--- src/design/u8sd_pkg.sv ---
`default_nettype none
// ----------------------------------------------------------------------------
// u8sd_pkg
// Shared types and constants of the UTF-8 stream decoder.
// ----------------------------------------------------------------------------
package u8sd_pkg;

    localparam int unsigned CP_W      = 21;
    localparam int unsigned BYTE_W    = 8;
    localparam int unsigned CNT_W     = 3;
    localparam int unsigned APB_ADDR_W = 3;
    localparam int unsigned APB_DATA_W = 32;

    localparam logic [CP_W-1:0] REPLACEMENT_RESET = 21'h00FFFD;
    localparam logic [CP_W-1:0] MAX_SCALAR        = 21'h10FFFF;
    localparam logic [CP_W-1:0] SURROGATE_LO      = 21'h00D800;
    localparam logic [CP_W-1:0] SURROGATE_HI      = 21'h00DFFF;
    localparam logic [CP_W-1:0] MIN_TWO_BYTE      = 21'h000080;
    localparam logic [CP_W-1:0] MIN_THREE_BYTE    = 21'h000800;
    localparam logic [CP_W-1:0] MIN_FOUR_BYTE     = 21'h010000;

    // Register index, taken from paddr[2]
    localparam logic REG_REPLACEMENT = 1'b0;

    // Sequence lengths
    localparam logic [CNT_W-1:0] LEN_NONE  = 3'd0;
    localparam logic [CNT_W-1:0] LEN_ONE   = 3'd1;
    localparam logic [CNT_W-1:0] LEN_TWO   = 3'd2;
    localparam logic [CNT_W-1:0] LEN_THREE = 3'd3;
    localparam logic [CNT_W-1:0] LEN_FOUR  = 3'd4;

    // Results caused by one byte: rep_cnt replacements, then optionally a value
    typedef struct packed {
        logic [CNT_W-1:0] rep_cnt;
        logic             has_value;
        logic [CP_W-1:0]  value;
        logic             eot;
    } res_t;

endpackage : u8sd_pkg
`default_nettype wire

--- src/design/u8sd_in_if.sv ---
`default_nettype none
// ----------------------------------------------------------------------------
// u8sd_in_if
// Byte stream channel: one byte of UTF-8 text per transaction.
// ----------------------------------------------------------------------------
interface u8sd_in_if;

    logic                             valid;
    logic                             ready;
    logic [u8sd_pkg::BYTE_W-1:0]      data_byte;
    logic                             end_of_text;

    modport source (output valid, output data_byte, output end_of_text, input ready);
    modport sink   (input valid, input data_byte, input end_of_text, output ready);

endinterface : u8sd_in_if
`default_nettype wire

--- src/design/u8sd_out_if.sv ---
`default_nettype none
// ----------------------------------------------------------------------------
// u8sd_out_if
// Code point channel: one decoded result per transaction.
// ----------------------------------------------------------------------------
interface u8sd_out_if;

    logic                             valid;
    logic                             ready;
    logic [u8sd_pkg::CP_W-1:0]        code_point;
    logic                             replaced;
    logic                             last_of_run;
    logic                             text_done;

    modport source (output valid, output code_point, output replaced,
                    output last_of_run, output text_done, input ready);
    modport sink   (input valid, input code_point, input replaced,
                    input last_of_run, input text_done, output ready);

endinterface : u8sd_out_if
`default_nettype wire

--- src/design/u8sd_cfg_regs.sv ---
`default_nettype none
// ----------------------------------------------------------------------------
// u8sd_cfg_regs
// APB register file holding the replacement code point.
// ----------------------------------------------------------------------------
module u8sd_cfg_regs
(
    input  wire logic                              clk,
    input  wire logic                              rst_n,
    input  wire logic                              psel,
    input  wire logic                              penable,
    input  wire logic                              pwrite,
    input  wire logic [u8sd_pkg::APB_ADDR_W-1:0]   paddr,
    input  wire logic [u8sd_pkg::APB_DATA_W-1:0]   pwdata,
    output logic      [u8sd_pkg::APB_DATA_W-1:0]   prdata,
    output logic                                   pready,
    output logic      [u8sd_pkg::CP_W-1:0]         replacement_code
);

    logic [u8sd_pkg::CP_W-1:0] rep_reg;
    logic [u8sd_pkg::CP_W-1:0] rep_next;
    logic                      wr_en;

    assign pready = 1'b1;
    assign wr_en  = psel && penable && pwrite && pready
                    && (paddr[2] == u8sd_pkg::REG_REPLACEMENT);

    always_comb
    begin
        rep_next = rep_reg;
        if (wr_en)
        begin
            // keep the low 21 bits of the write data
            rep_next = pwdata[u8sd_pkg::CP_W-1:0];
        end
    end

    always_ff @(posedge clk or negedge rst_n)
    begin
        if (!rst_n)
        begin
            rep_reg <= u8sd_pkg::REPLACEMENT_RESET;
        end
        else
        begin
            rep_reg <= rep_next;
        end
    end

    always_comb
    begin
        prdata = '0;
        if (paddr[2] == u8sd_pkg::REG_REPLACEMENT)
        begin
            prdata = {{(u8sd_pkg::APB_DATA_W - u8sd_pkg::CP_W){1'b0}}, rep_reg};
        end
    end

    assign replacement_code = rep_reg;

endmodule : u8sd_cfg_regs
`default_nettype wire

--- src/design/u8sd_decode.sv ---
`default_nettype none
// ----------------------------------------------------------------------------
// u8sd_decode
// Sequence state and single-pass decode of one byte into a result bundle.
// ----------------------------------------------------------------------------
module u8sd_decode
(
    input  wire logic                            clk,
    input  wire logic                            rst_n,
    input  wire logic                            accept,
    input  wire logic [u8sd_pkg::BYTE_W-1:0]     data_byte,
    input  wire logic                            end_of_text,
    output u8sd_pkg::res_t                       res
);

    logic [u8sd_pkg::CNT_W-1:0] exp_reg,  exp_next;
    logic [1:0]                 held_reg, held_next;
    logic [u8sd_pkg::CP_W-1:0]  part_reg, part_next;

    logic                       is_cont;
    logic                       fresh;
    logic                       bad;
    logic [u8sd_pkg::CNT_W-1:0] cnt;
    logic [u8sd_pkg::CNT_W-1:0] lead_len;
    logic [u8sd_pkg::CP_W-1:0]  cp;
    logic [u8sd_pkg::CP_W-1:0]  byte_cp;

    assign is_cont = (data_byte[7:6] == 2'b10);
    assign cnt     = {1'b0, held_reg} + 3'd1;
    assign cp      = {part_reg[u8sd_pkg::CP_W-7:0], data_byte[5:0]};
    assign byte_cp = {{(u8sd_pkg::CP_W - u8sd_pkg::BYTE_W){1'b0}}, data_byte};

    always_comb
    begin
        if (!data_byte[7])
            lead_len = u8sd_pkg::LEN_ONE;
        else if (data_byte[7:5] == 3'b110)
            lead_len = u8sd_pkg::LEN_TWO;
        else if (data_byte[7:4] == 4'b1110)
            lead_len = u8sd_pkg::LEN_THREE;
        else if (data_byte[7:3] == 5'b11110)
            lead_len = u8sd_pkg::LEN_FOUR;
        else
            lead_len = u8sd_pkg::LEN_NONE;
    end

    always_comb
    begin
        bad = (cp > u8sd_pkg::MAX_SCALAR)
              || ((cp >= u8sd_pkg::SURROGATE_LO) && (cp <= u8sd_pkg::SURROGATE_HI))
              || ((exp_reg == u8sd_pkg::LEN_TWO)   && (cp < u8sd_pkg::MIN_TWO_BYTE))
              || ((exp_reg == u8sd_pkg::LEN_THREE) && (cp < u8sd_pkg::MIN_THREE_BYTE))
              || ((exp_reg == u8sd_pkg::LEN_FOUR)  && (cp < u8sd_pkg::MIN_FOUR_BYTE));
    end

    always_comb
    begin
        exp_next      = exp_reg;
        held_next     = held_reg;
        part_next     = part_reg;
        fresh         = 1'b1;
        res.rep_cnt   = '0;
        res.has_value = 1'b0;
        res.value     = byte_cp;
        res.eot       = end_of_text;

        if (exp_reg != u8sd_pkg::LEN_NONE)
        begin
            if (is_cont)
            begin
                fresh = 1'b0;
                if (cnt >= exp_reg)
                begin
                    if (bad)
                    begin
                        res.rep_cnt = exp_reg;
                    end
                    else
                    begin
                        res.has_value = 1'b1;
                        res.value     = cp;
                    end
                    exp_next  = u8sd_pkg::LEN_NONE;
                    held_next = '0;
                    part_next = '0;
                end
                else if (end_of_text)
                begin
                    res.rep_cnt = cnt;
                end
                else
                begin
                    held_next = cnt[1:0];
                    part_next = cp;
                end
            end
            else
            begin
                // broken sequence: one replacement per held byte
                res.rep_cnt = {1'b0, held_reg};
                exp_next    = u8sd_pkg::LEN_NONE;
                held_next   = '0;
                part_next   = '0;
            end
        end

        if (fresh)
        begin
            if (lead_len == u8sd_pkg::LEN_NONE)
            begin
                res.rep_cnt = res.rep_cnt + 3'd1;
            end
            else if (lead_len == u8sd_pkg::LEN_ONE)
            begin
                res.has_value = 1'b1;
                res.value     = byte_cp;
            end
            else if (end_of_text)
            begin
                res.rep_cnt = res.rep_cnt + 3'd1;
            end
            else
            begin
                exp_next  = lead_len;
                held_next = 2'd1;
                if (lead_len == u8sd_pkg::LEN_TWO)
                    part_next = {{(u8sd_pkg::CP_W - 5){1'b0}}, data_byte[4:0]};
                else if (lead_len == u8sd_pkg::LEN_THREE)
                    part_next = {{(u8sd_pkg::CP_W - 4){1'b0}}, data_byte[3:0]};
                else
                    part_next = {{(u8sd_pkg::CP_W - 3){1'b0}}, data_byte[2:0]};
            end
        end

        if (end_of_text)
        begin
            exp_next  = u8sd_pkg::LEN_NONE;
            held_next = '0;
            part_next = '0;
        end
    end

    always_ff @(posedge clk or negedge rst_n)
    begin
        if (!rst_n)
        begin
            exp_reg  <= u8sd_pkg::LEN_NONE;
            held_reg <= '0;
            part_reg <= '0;
        end
        else if (accept)
        begin
            exp_reg  <= exp_next;
            held_reg <= held_next;
            part_reg <= part_next;
        end
    end

endmodule : u8sd_decode
`default_nettype wire

--- src/design/u8sd_emit.sv ---
`default_nettype none
// ----------------------------------------------------------------------------
// u8sd_emit
// Result register: holds one byte's result bundle and hands out its results
// one transaction at a time.
// ----------------------------------------------------------------------------
module u8sd_emit
(
    input  wire logic                        clk,
    input  wire logic                        rst_n,
    input  wire logic                        load,
    input  wire u8sd_pkg::res_t              res,
    input  wire logic [u8sd_pkg::CP_W-1:0]   replacement_code,
    output logic                             can_load,
    u8sd_out_if.source                       codes
);

    u8sd_pkg::res_t             res_reg;
    logic [u8sd_pkg::CNT_W-1:0] left_reg, left_next;
    logic [u8sd_pkg::CNT_W-1:0] total;
    logic                       take;
    logic                       is_rep;

    assign total    = res.rep_cnt + {2'b00, res.has_value};
    assign take     = codes.valid && codes.ready;
    assign can_load = (left_reg == 3'd0) || ((left_reg == 3'd1) && codes.ready);

    // replacements go first, the decoded value (if any) is the last result
    assign is_rep = (left_reg > {2'b00, res_reg.has_value});

    always_comb
    begin
        left_next = left_reg;
        if (load)
            left_next = total;
        else if (take)
            left_next = left_reg - 3'd1;
    end

    always_ff @(posedge clk or negedge rst_n)
    begin
        if (!rst_n)
        begin
            left_reg <= '0;
        end
        else
        begin
            left_reg <= left_next;
        end
    end

    always_ff @(posedge clk)
    begin
        if (load)
        begin
            res_reg <= res;
        end
    end

    assign codes.valid       = (left_reg != 3'd0);
    assign codes.code_point  = is_rep ? replacement_code : res_reg.value;
    assign codes.replaced    = is_rep;
    assign codes.last_of_run = (left_reg == 3'd1);
    assign codes.text_done   = (left_reg == 3'd1) && res_reg.eot;

endmodule : u8sd_emit
`default_nettype wire

--- src/design/utf8_stream_decoder_top.sv ---
`default_nettype none
// ----------------------------------------------------------------------------
// utf8_stream_decoder_top
// UTF-8 byte stream to code point decoder with per-byte replacement.
//
//   channel       role    transaction
//   byte_stream   sink    data_byte, end_of_text
//   code_stream   source  code_point, replaced, last_of_run, text_done
//   APB           slave   replacement_code at byte address 0
//
// A byte is decoded in the cycle it is accepted and its results (zero to four)
// land in the result register, which hands out one per cycle from the next.
// One byte per cycle is taken while each byte gives at most one result and
// code_stream is ready; more results hold byte_stream until the last is taken.
// Reset closes any open sequence, empties the result register and sets the
// replacement code to U+FFFD. A code_stream stall holds the current result.
// ----------------------------------------------------------------------------
module utf8_stream_decoder_top
(
    input  wire logic                              clk,
    input  wire logic                              rst_n,
    input  wire logic                              psel,
    input  wire logic                              penable,
    input  wire logic                              pwrite,
    input  wire logic [u8sd_pkg::APB_ADDR_W-1:0]   paddr,
    input  wire logic [u8sd_pkg::APB_DATA_W-1:0]   pwdata,
    output logic      [u8sd_pkg::APB_DATA_W-1:0]   prdata,
    output logic                                   pready,
    u8sd_in_if.sink                                byte_stream,
    u8sd_out_if.source                             code_stream
);

    logic [u8sd_pkg::CP_W-1:0] replacement_code;
    logic                      can_load;
    logic                      accept;
    logic                      load;
    u8sd_pkg::res_t            res;

    assign byte_stream.ready = can_load;
    assign accept            = byte_stream.valid && byte_stream.ready;
    // drop bytes that only advance the sequence state
    assign load              = accept && ((res.rep_cnt != '0) || res.has_value);

    u8sd_cfg_regs u_cfg
    (
        .clk              (clk),
        .rst_n            (rst_n),
        .psel             (psel),
        .penable          (penable),
        .pwrite           (pwrite),
        .paddr            (paddr),
        .pwdata           (pwdata),
        .prdata           (prdata),
        .pready           (pready),
        .replacement_code (replacement_code)
    );

    u8sd_decode u_decode
    (
        .clk         (clk),
        .rst_n       (rst_n),
        .accept      (accept),
        .data_byte   (byte_stream.data_byte),
        .end_of_text (byte_stream.end_of_text),
        .res         (res)
    );

    u8sd_emit u_emit
    (
        .clk              (clk),
        .rst_n            (rst_n),
        .load             (load),
        .res              (res),
        .replacement_code (replacement_code),
        .can_load         (can_load),
        .codes            (code_stream)
    );

endmodule : utf8_stream_decoder_top
`default_nettype wire

--- src/flat_wrapper.sv ---
// flat-port wrapper written by rule: the top's interface ports become plain ports
module utf8_stream_decoder_top_flat 
  (clk, rst_n, psel, penable, pwrite, paddr, pwdata, prdata, pready, byte_stream_valid, byte_stream_data_byte, byte_stream_end_of_text, byte_stream_ready, code_stream_valid, code_stream_code_point, code_stream_replaced, code_stream_last_of_run, code_stream_text_done, code_stream_ready);
  u8sd_in_if byte_stream_i ();
  u8sd_out_if code_stream_i ();
  input  wire logic clk;
  input  wire logic rst_n;
  input  wire logic psel;
  input  wire logic penable;
  input  wire logic pwrite;
  input  wire logic [u8sd_pkg::APB_ADDR_W-1:0] paddr;
  input  wire logic [u8sd_pkg::APB_DATA_W-1:0] pwdata;
  output logic      [u8sd_pkg::APB_DATA_W-1:0] prdata;
  output logic pready;
  input wire logic [$bits(byte_stream_i.valid)-1:0] byte_stream_valid;
  input wire logic [$bits(byte_stream_i.data_byte)-1:0] byte_stream_data_byte;
  input wire logic [$bits(byte_stream_i.end_of_text)-1:0] byte_stream_end_of_text;
  output wire logic [$bits(byte_stream_i.ready)-1:0] byte_stream_ready;
  output wire logic [$bits(code_stream_i.valid)-1:0] code_stream_valid;
  output wire logic [$bits(code_stream_i.code_point)-1:0] code_stream_code_point;
  output wire logic [$bits(code_stream_i.replaced)-1:0] code_stream_replaced;
  output wire logic [$bits(code_stream_i.last_of_run)-1:0] code_stream_last_of_run;
  output wire logic [$bits(code_stream_i.text_done)-1:0] code_stream_text_done;
  input wire logic [$bits(code_stream_i.ready)-1:0] code_stream_ready;
  assign byte_stream_i.valid = byte_stream_valid;
  assign byte_stream_i.data_byte = byte_stream_data_byte;
  assign byte_stream_i.end_of_text = byte_stream_end_of_text;
  assign byte_stream_ready = byte_stream_i.ready;
  assign code_stream_valid = code_stream_i.valid;
  assign code_stream_code_point = code_stream_i.code_point;
  assign code_stream_replaced = code_stream_i.replaced;
  assign code_stream_last_of_run = code_stream_i.last_of_run;
  assign code_stream_text_done = code_stream_i.text_done;
  assign code_stream_i.ready = code_stream_ready;
  utf8_stream_decoder_top u_core (.clk(clk), .rst_n(rst_n), .psel(psel), .penable(penable), .pwrite(pwrite), .paddr(paddr), .pwdata(pwdata), .prdata(prdata), .pready(pready), .byte_stream(byte_stream_i), .code_stream(code_stream_i));
endmodule
--- config.mk ---
export PLATFORM = sky130hd
export DESIGN_NAME = utf8_stream_decoder_top_flat
export DESIGN_NICKNAME = d
export VERILOG_FILES = /design/src/design/u8sd_pkg.sv /design/src/design/u8sd_in_if.sv /design/src/design/u8sd_out_if.sv /design/src/design/u8sd_cfg_regs.sv /design/src/design/u8sd_decode.sv /design/src/design/u8sd_emit.sv /design/src/design/utf8_stream_decoder_top.sv /design/src/flat_wrapper.sv
export SDC_FILE = /design/constraint.sdc
export NUM_CORES = 1
export LEC_CHECK = 0
export BUFFER_PORTS_ARGS = -buffer_cell sky130_fd_sc_hd__buf_4
export CELL_PAD_IN_SITES_DETAIL_PLACEMENT = 1
export CELL_PAD_IN_SITES_GLOBAL_PLACEMENT = 2
export CORE_MARGIN = 1.5
export CORE_UTILIZATION = 35
export DETAILED_ROUTE_END_ITERATION = 16
export GPL_ROUTABILITY_DRIVEN = 0
export PLACE_DENSITY = 0.84
export SYNTH_ARGS = -nofsm -noshare
export SYNTH_HDL_FRONTEND = slang
export SYNTH_SLANG_ARGS = --single-unit
export TNS_END_PERCENT = 10
--- constraint.sdc ---
create_clock -name clk -period 10.6 [get_ports clk]
set_input_delay 2.12 -clock clk [delete_from_list [all_inputs] [get_ports clk]]
set_output_delay 2.12 -clock clk [all_outputs]
set_load 0.02 [all_outputs]
==> impl_metrics.env, run 1 <==
export IMPL_final_min_clock_period_ps=4770
export IMPL_clk_path_buf_depth=2
export IMPL_clock_buffers_created_by_tritoncts=9
export IMPL_setup_worst_path_class="in2out"
export IMPL_pre_cts_ws_ps=5470
export IMPL_port_buffers=84
export IMPL_synth_yosys_warnings=0
export IMPL_sequentialPowerShare_pct=35.9
export IMPL_wl_met1_mm=3.74
export IMPL_grt_pass1_vias=2677
export IMPL_syn_cell_area_sq_um=3610
export IMPL_cp_data_required_time_ps=8480
export IMPL_routed_antenna_nets=0
export IMPL_dr_total_vias=2568
export IMPL_final_fill_count=1110
export IMPL_setup_violations=0
export IMPL_post_cts_buffers=0
export IMPL_worst_r2r_path_depth=13
export IMPL_initial_utilization_pct=36.4
export IMPL_hold_class="reg2reg"
export IMPL_number_of_hold_violations_in_the_final_report=0
export IMPL_syn_to_final_growth_pct=23.5
export IMPL_worstSetupStartpoint="paddr[2]"
export IMPL_multi_input_area_sq_um=1660
export IMPL_core_area_sq_um=9910
export IMPL_regArea_sq_um=1810
export IMPL_min_delay_start="u_core.u_cfg.replacement_code[17]$_DFFE_PN0P_"
export IMPL_crit_path_max_fanout=22
export IMPL_tritoncts="done"
export IMPL_post_synth_top_area_cell="dfrtp_1"
export IMPL_synth_seq_cells=67
export IMPL_cts_resized_gates=0
export IMPL_maximum_achievable_frequency_mhz=210
export IMPL_post_route_cell_area_sq_um=4460
export IMPL_placement_rows=36
export IMPL_top_layer_used="met4"
export IMPL_net_sw_share_pct=37.9
export IMPL_ys_dominant_reg_cell="dfrtp_1"
export IMPL_global_route_usage_total_pct=15.9
export IMPL_hold_buffers=0
export IMPL_final_layout_size_suffix_gt1_share_pct=43.8
export IMPL_fin_crit_sh_pct=45.0
export IMPL_rrSetupSlack_ps=6580
export IMPL_antennaDiodeCount=0
export IMPL_slew_headroom_pct=7.37
export IMPL_finalWorstSetupSlack_ps=5830
export IMPL_comb_power_share_pct=47.1
export IMPL_grt_overflow_total=0
export IMPL_dieArea_sq_um=10900
export IMPL_nNetsFinal=441
export IMPL_placedInstanceArea_sq_um=4300
export IMPL_worst_setup_hold_path_clk_slew_ps=70
export IMPL_syn_inst=299
export IMPL_die_y_microns=105
export IMPL_grt_pass1_wl_mm=13.7
export IMPL_post_synth_top_area_fraction_pct=20.1
export IMPL_route_final_wire_length_mm=8.52
export IMPL_io_pins=110
export IMPL_synth_distinct_cells=52
export IMPL_avgViaCountPerCell=4.97
export IMPL_grt_antenna_before_repair=0
export IMPL_clock_tree_root_cell="clkbuf_8"
export IMPL_worst_hold_path_num_cells=1
export IMPL_half_perimeter_wire_length_of_the_detailed_placement_result_mm=6.32
export IMPL_post_synth_cell_area_avg_sq_um=12.1
export IMPL_crit_arrival_ps=2650
export IMPL_p_int_mw=0.635
export IMPL_power_density_nw_per_um2=229
export IMPL_die_x_microns=105
export IMPL_grt_max_degree=45
export IMPL_clkSinkCount=67
export IMPL_setup_skew_after_layout_ps=10.3
export IMPL_asyncSetResetFlopFracSynth_pct=65.7
export IMPL_route_met3_wl_microns=387
export IMPL_cts_htree_levels=3
export IMPL_detailroute_wirelength_met2_mm=4.28
export IMPL_synth_most_common_cell="mux2_2"
export IMPL_first_iter_violations=68
export IMPL_rr_startpoint="u_core.u_decode.held_reg[0]$_DFFE_PN0P_"
export IMPL_synth_edff_count=23
export IMPL_top_cells_by_area_in_the_synthesized_netlist="dfrtp_1 (20%), edfxtp_1 (19%), mux2_2 (13%), dfstp_2 (11%), nor2b_1 (4.2%)"
export IMPL_detail_route_drc_violations=0
export IMPL_status="finished, final reports clean"
export IMPL_timing_critical_path_from_type="primary input"
export IMPL_timing_setup_tns_ps=0
export IMPL_setup_repair_after_global_routing_missed_its_margin="no"
export IMPL_route_detailed_wl_per_inst_microns=16.5
export IMPL_flip_flop_count_of_the_largest_register_all_copies_and_words_added=23
export IMPL_worst_setup_path_end_kind="primary output"
export IMPL_max_vdd_ir_drop_mv=0.0724
export IMPL_synth_commonest_cells="mux2_2 (42), dfrtp_1 (29), nor2b_1 (24)"
export IMPL_max_cap_violations=0
export IMPL_drt_first_pass_iters=4
export IMPL_pin_slew_with_the_least_headroom_to_its_limit_ps=1380
export IMPL_share_clk_of_total_power_pct=17.0
export IMPL_cellLeakagePower_nw=1.96
export IMPL_clk_latency_ps=340
export IMPL_switching_power_mw=0.388
export IMPL_synth_seq_area_share_pct=50.2
export IMPL_finalMaxSlewViolations=0
==> logic make-up after synthesis <==
group                    after synthesis  synth area share [%]
AO/OA/AOI/OAI                         48                  11.3
XOR/XNOR                               4                 0.971
adder cells (fa/ha/maj)               11                  3.81
buffers and inverters                 34                  5.10
flip-flops                            67                  50.2
multiplexers                          47                  14.9
other                                  2                 0.208
AND/OR/NAND/NOR                       86                  13.5
==> routing by layer <==
metal | GRT usage (%) | vias up
met5 | 0 | -
met2 | 27.1 | 66
met3 | 3.37 | 9
met1 | 19.7 | 1287
li1 | - | 1206
met4 | 6.15 | 0
==> through the flow <==
| stage | util (%) | power, mW | std cells | hold slack (ps) |
|---|---|---|---|---|
| 5_1_grt | 45.0 | 1.08 | 517 | 552 |
| 3_5_place_dp | 43.4 | 0.860 | 501 | 514 |
| 3_3_place_gp | 43.4 | 0.846 | 501 | 503 |
| 2_1_floorplan | - | 0.686 | 309 | 488 |
| 4_1_cts | 45.0 | 1.04 | 517 | 530 |
| 6_report | 45.0 | 1.02 | 517 | 525 |
==> power groups by stage <==
stage / logic [mW] / registers, mW / clock network, mW
after floorplan: 0.329 / 0.357 / 0
after global placement: 0.477 / 0.369 / 0
after detailed placement: 0.487 / 0.372 / 0
after CTS: 0.490 / 0.367 / 0.181
after global routing: 0.519 / 0.374 / 0.191
final: 0.482 / 0.367 / 0.174
==> worst max-delay path, stage by stage <==
cell and delay, ps:
buf_4 190, nor2b_1 170, buf_4 160
==> area by class of cell <==
cell class	instances	share of cell area, %
repair buffers	85	14.3
multi-input cells	208	37.2
well taps	133	3.73
clock buffers	12	3.03
clock inverters	4	0.449
flip-flops and latches	67	40.6
inverters	8	0.674
==> placed cells by master (no fill, tap or decap), types with 8 or more instances in the layout <==
master     n
buf_4     85
mux2_2    42
dfrtp_1   29
nor2b_1   24
edfxtp_1  23
nand2_1   16
and2_1    16
dfstp_2   15
a22o_1    14
conb_1    12
ha_1      11
clkbuf_8   9
inv_1      8
==> final timing paths <==
path | endpoint
max in group asynchronous | u_core.u_cfg.replacement_code[2]$_DFFE_PN1P_
min reg2reg | u_core.u_cfg.replacement_code[17]$_DFFE_PN0P_
min | u_core.u_cfg.replacement_code[17]$_DFFE_PN0P_
min in group asynchronous | u_core.u_cfg.replacement_code[16]$_DFFE_PN0P_
max | prdata[17]
max reg2reg | u_core.u_emit.res_reg[1]$_DFFE_PP_
Note: power is estimated with default switching activity, not from simulation.
==> inputs of run 2 (changes only) <==
Settings changed: CORE_UTILIZATION 35 to 33, PLACE_DENSITY 0.84 to 0.8.
Clock period 10.6 ns to 4.4 ns, I/O delays scaled along.
==> impl_metrics.env, run 2 (same netlist as run 1, synthesis figures left out) <==
export IMPL_number_of_hold_violations_in_the_final_report=0
export IMPL_global_route_usage_total_pct=15.3
export IMPL_crit_reg2reg_capture="u_core.u_emit.res_reg[7]$_DFFE_PP_"
export IMPL_dr_total_vias=2556
export IMPL_port_buffers=84
export IMPL_flip_flop_count_of_the_largest_register_all_copies_and_words_added=23
export IMPL_switching_power_mw=0.989
export IMPL_pin_slew_with_the_least_headroom_to_its_limit_ps=899
export IMPL_clk_latency_ps=350
export IMPL_worst_setup_path_end_kind="flop"
export IMPL_share_clk_of_total_power_pct=22.0
export IMPL_post_cts_buffers=0
export IMPL_io_pins=110
export IMPL_antennaDiodeCount=0
export IMPL_grt_max_degree=45
export IMPL_finalWorstSetupSlack_ps=372
export IMPL_hold_slack_ps=526
export IMPL_net_sw_share_pct=37.4
export IMPL_total_instance_count_after_detailed_placement=511
export IMPL_maximum_achievable_frequency_mhz=248
export IMPL_clk_path_buf_depth=2
export IMPL_grt_pass1_wl_mm=13.7
export IMPL_status="finished, final reports clean"
export IMPL_finalMaxSlewViolations=0
export IMPL_final_min_clock_period_ps=4030
export IMPL_layout_common_cells="buf_4 (88), mux2_2 (42), dfrtp_1 (29)"
export IMPL_routed_antenna_nets=0
export IMPL_placement_rows=38
export IMPL_initial_utilization_pct=33.6
export IMPL_clkSinkCount=67
export IMPL_cp_data_required_time_ps=4370
export IMPL_dieArea_sq_um=11600
export IMPL_cts_htree_levels=3
export IMPL_avgViaCountPerCell=4.85
export IMPL_pre_cts_ws_ps=379
export IMPL_clock_buffers_created_by_tritoncts=9
export IMPL_comb_power_share_pct=44.5
export IMPL_worst_r2r_path_depth=12
export IMPL_setup_violations=0
export IMPL_max_cap_violations=0
export IMPL_half_perimeter_wire_length_of_the_detailed_placement_result_mm=6.56
export IMPL_route_detailed_wl_per_inst_microns=16.5
export IMPL_rrSetupSlack_ps=370
export IMPL_tritoncts="done"
export IMPL_power_density_nw_per_um2=581
export IMPL_slew_headroom_pct=40.0
export IMPL_grt_pass1_vias=2609
export IMPL_nNetsFinal=444
export IMPL_crit_path_max_fanout=23
export IMPL_hold_buffers=0
export IMPL_sequentialPowerShare_pct=33.5
export IMPL_grt_overflow_total=0
export IMPL_p_int_mw=1.66
export IMPL_first_iter_violations=121
export IMPL_final_core_utilization_pct=42.4
export IMPL_rr_startpoint="u_core.u_decode.held_reg[0]$_DFFE_PN0P_"
export IMPL_grt_antenna_before_repair=0
export IMPL_syn_to_final_growth_pct=26.2
export IMPL_die_y_microns=108
export IMPL_worstSetupStartpoint="u_core.u_decode.held_reg[0]$_DFFE_PN0P_"
export IMPL_max_vdd_ir_drop_mv=0.194
export IMPL_timing_critical_path_from_type="flop"
export IMPL_route_final_wire_length_mm=8.71
export IMPL_worst_setup_hold_path_clk_slew_ps=80
export IMPL_clock_tree_root_cell="clkbuf_8"
export IMPL_setup_worst_path_class="reg2reg"
export IMPL_hold_class="in2async"
export IMPL_detail_route_drc_violations=0
export IMPL_setup_repair_after_global_routing_missed_its_margin="no"
export IMPL_critical_path_endpoint="u_core.u_emit.res_reg[7]$_DFFE_PP_"
export IMPL_drt_first_pass_iters=4
export IMPL_die_x_microns=108
export IMPL_setup_skew_after_layout_ps=12.9
export IMPL_cts_resized_gates=0
export IMPL_most_common_cell_after_layout_fill_and_taps_aside="buf_4"
export IMPL_crit_arrival_ps=3990
export IMPL_timing_setup_tns_ps=0
export IMPL_cellLeakagePower_nw=2.01
export IMPL_final_layout_size_suffix_gt1_share_pct=45.5
export IMPL_core_area_sq_um=10700
export IMPL_fin_crit_sh_pct=91.5
export IMPL_instances_no_fill=527
run 2: changes by cell type in the layout (fill, tap and decap cells not counted):
| cell | delta |
|---|---|
| buf_4 | +3 |
| clkinv_1 | -2 |
| clkbuf_1 | -3 |
| bufinv_16 | +2 |
| inv_6 | +2 |
| clkinv_4 | +1 |
run 2: layer usage:
| layer | GRT usage, % | up-vias | part of all wire [%] |
|---|---|---|---|
| li1 | - | 1219 | - |
| met2 | 25.5 | 71 | 48 |
| met5 | 0 | - | 0 |
| met4 | 4.51 | 0 | 0.93 |
| met1 | 20.0 | 1258 | 46 |
| met3 | 3.21 | 8 | 5.3 |
run 2: worst min-delay path by stage:
stage	from	to	slack, ps
after floorplan	u_core.u_decode.part_reg[10]$_DFFE_PN0P_	u_core.u_decode.part_reg[10]$_DFFE_PN0P_	490
after global placement	u_core.u_cfg.replacement_code[20]$_DFFE_PN0P_	u_core.u_cfg.replacement_code[20]$_DFFE_PN0P_	500
after detailed placement	u_core.u_cfg.replacement_code[18]$_DFFE_PN0P_	u_core.u_cfg.replacement_code[18]$_DFFE_PN0P_	510
after CTS	u_core.u_cfg.replacement_code[18]$_DFFE_PN0P_	u_core.u_cfg.replacement_code[18]$_DFFE_PN0P_	530
after global routing	u_core.u_decode.part_reg[13]$_DFFE_PN0P_	u_core.u_decode.part_reg[13]$_DFFE_PN0P_	550
final	rst_n	u_core.u_cfg.replacement_code[16]$_DFFE_PN0P_	530
run 2: worst max-delay path, stage by stage (launching register included):
cell	delay [ps]
dfrtp_1	450
ha_1	360
ha_1	220
a21oi_1	190
o21ai_1	240
or3b_2	530
a31oi_1	190
ha_1	160
inv_1	40
mux2_4	250
a21oi_2	200
o31ai_4	130
inv_1	670
run 2: power groups by stage:
| stage | Combinational (mW) | Sequential [mW] | Clock (mW) |
|---|---|---|---|
| 5_1_grt | 1.27 | 0.906 | 0.617 |
| 4_1_cts | 1.19 | 0.890 | 0.595 |
| 6_report | 1.18 | 0.887 | 0.582 |
| 3_5_place_dp | 1.18 | 0.901 | 0 |
| 3_3_place_gp | 1.16 | 0.892 | 0 |
| 2_1_floorplan | 0.793 | 0.860 | 0 |
run 2: through the flow:
step | area (sq um) | power [mW]
floorplan | 3650 | 1.65
global placement | 4330 | 2.05
detailed placement | 4330 | 2.08
CTS | 4560 | 2.68
global route | 4560 | 2.79
finish | 4560 | 2.65
run 2: area by class of cell:
| cell class | count | area (sq um) |
|---|---|---|
| fillers | 1190 | 6190 |
| flip-flops and latches | 67 | 1810 |
| multi-input cells | 208 | 1660 |
| repair buffers | 88 | 661 |
| well taps | 140 | 175 |
| clock buffers | 9 | 124 |
| clock inverters | 7 | 98.8 |
| inverters | 8 | 30.0 |
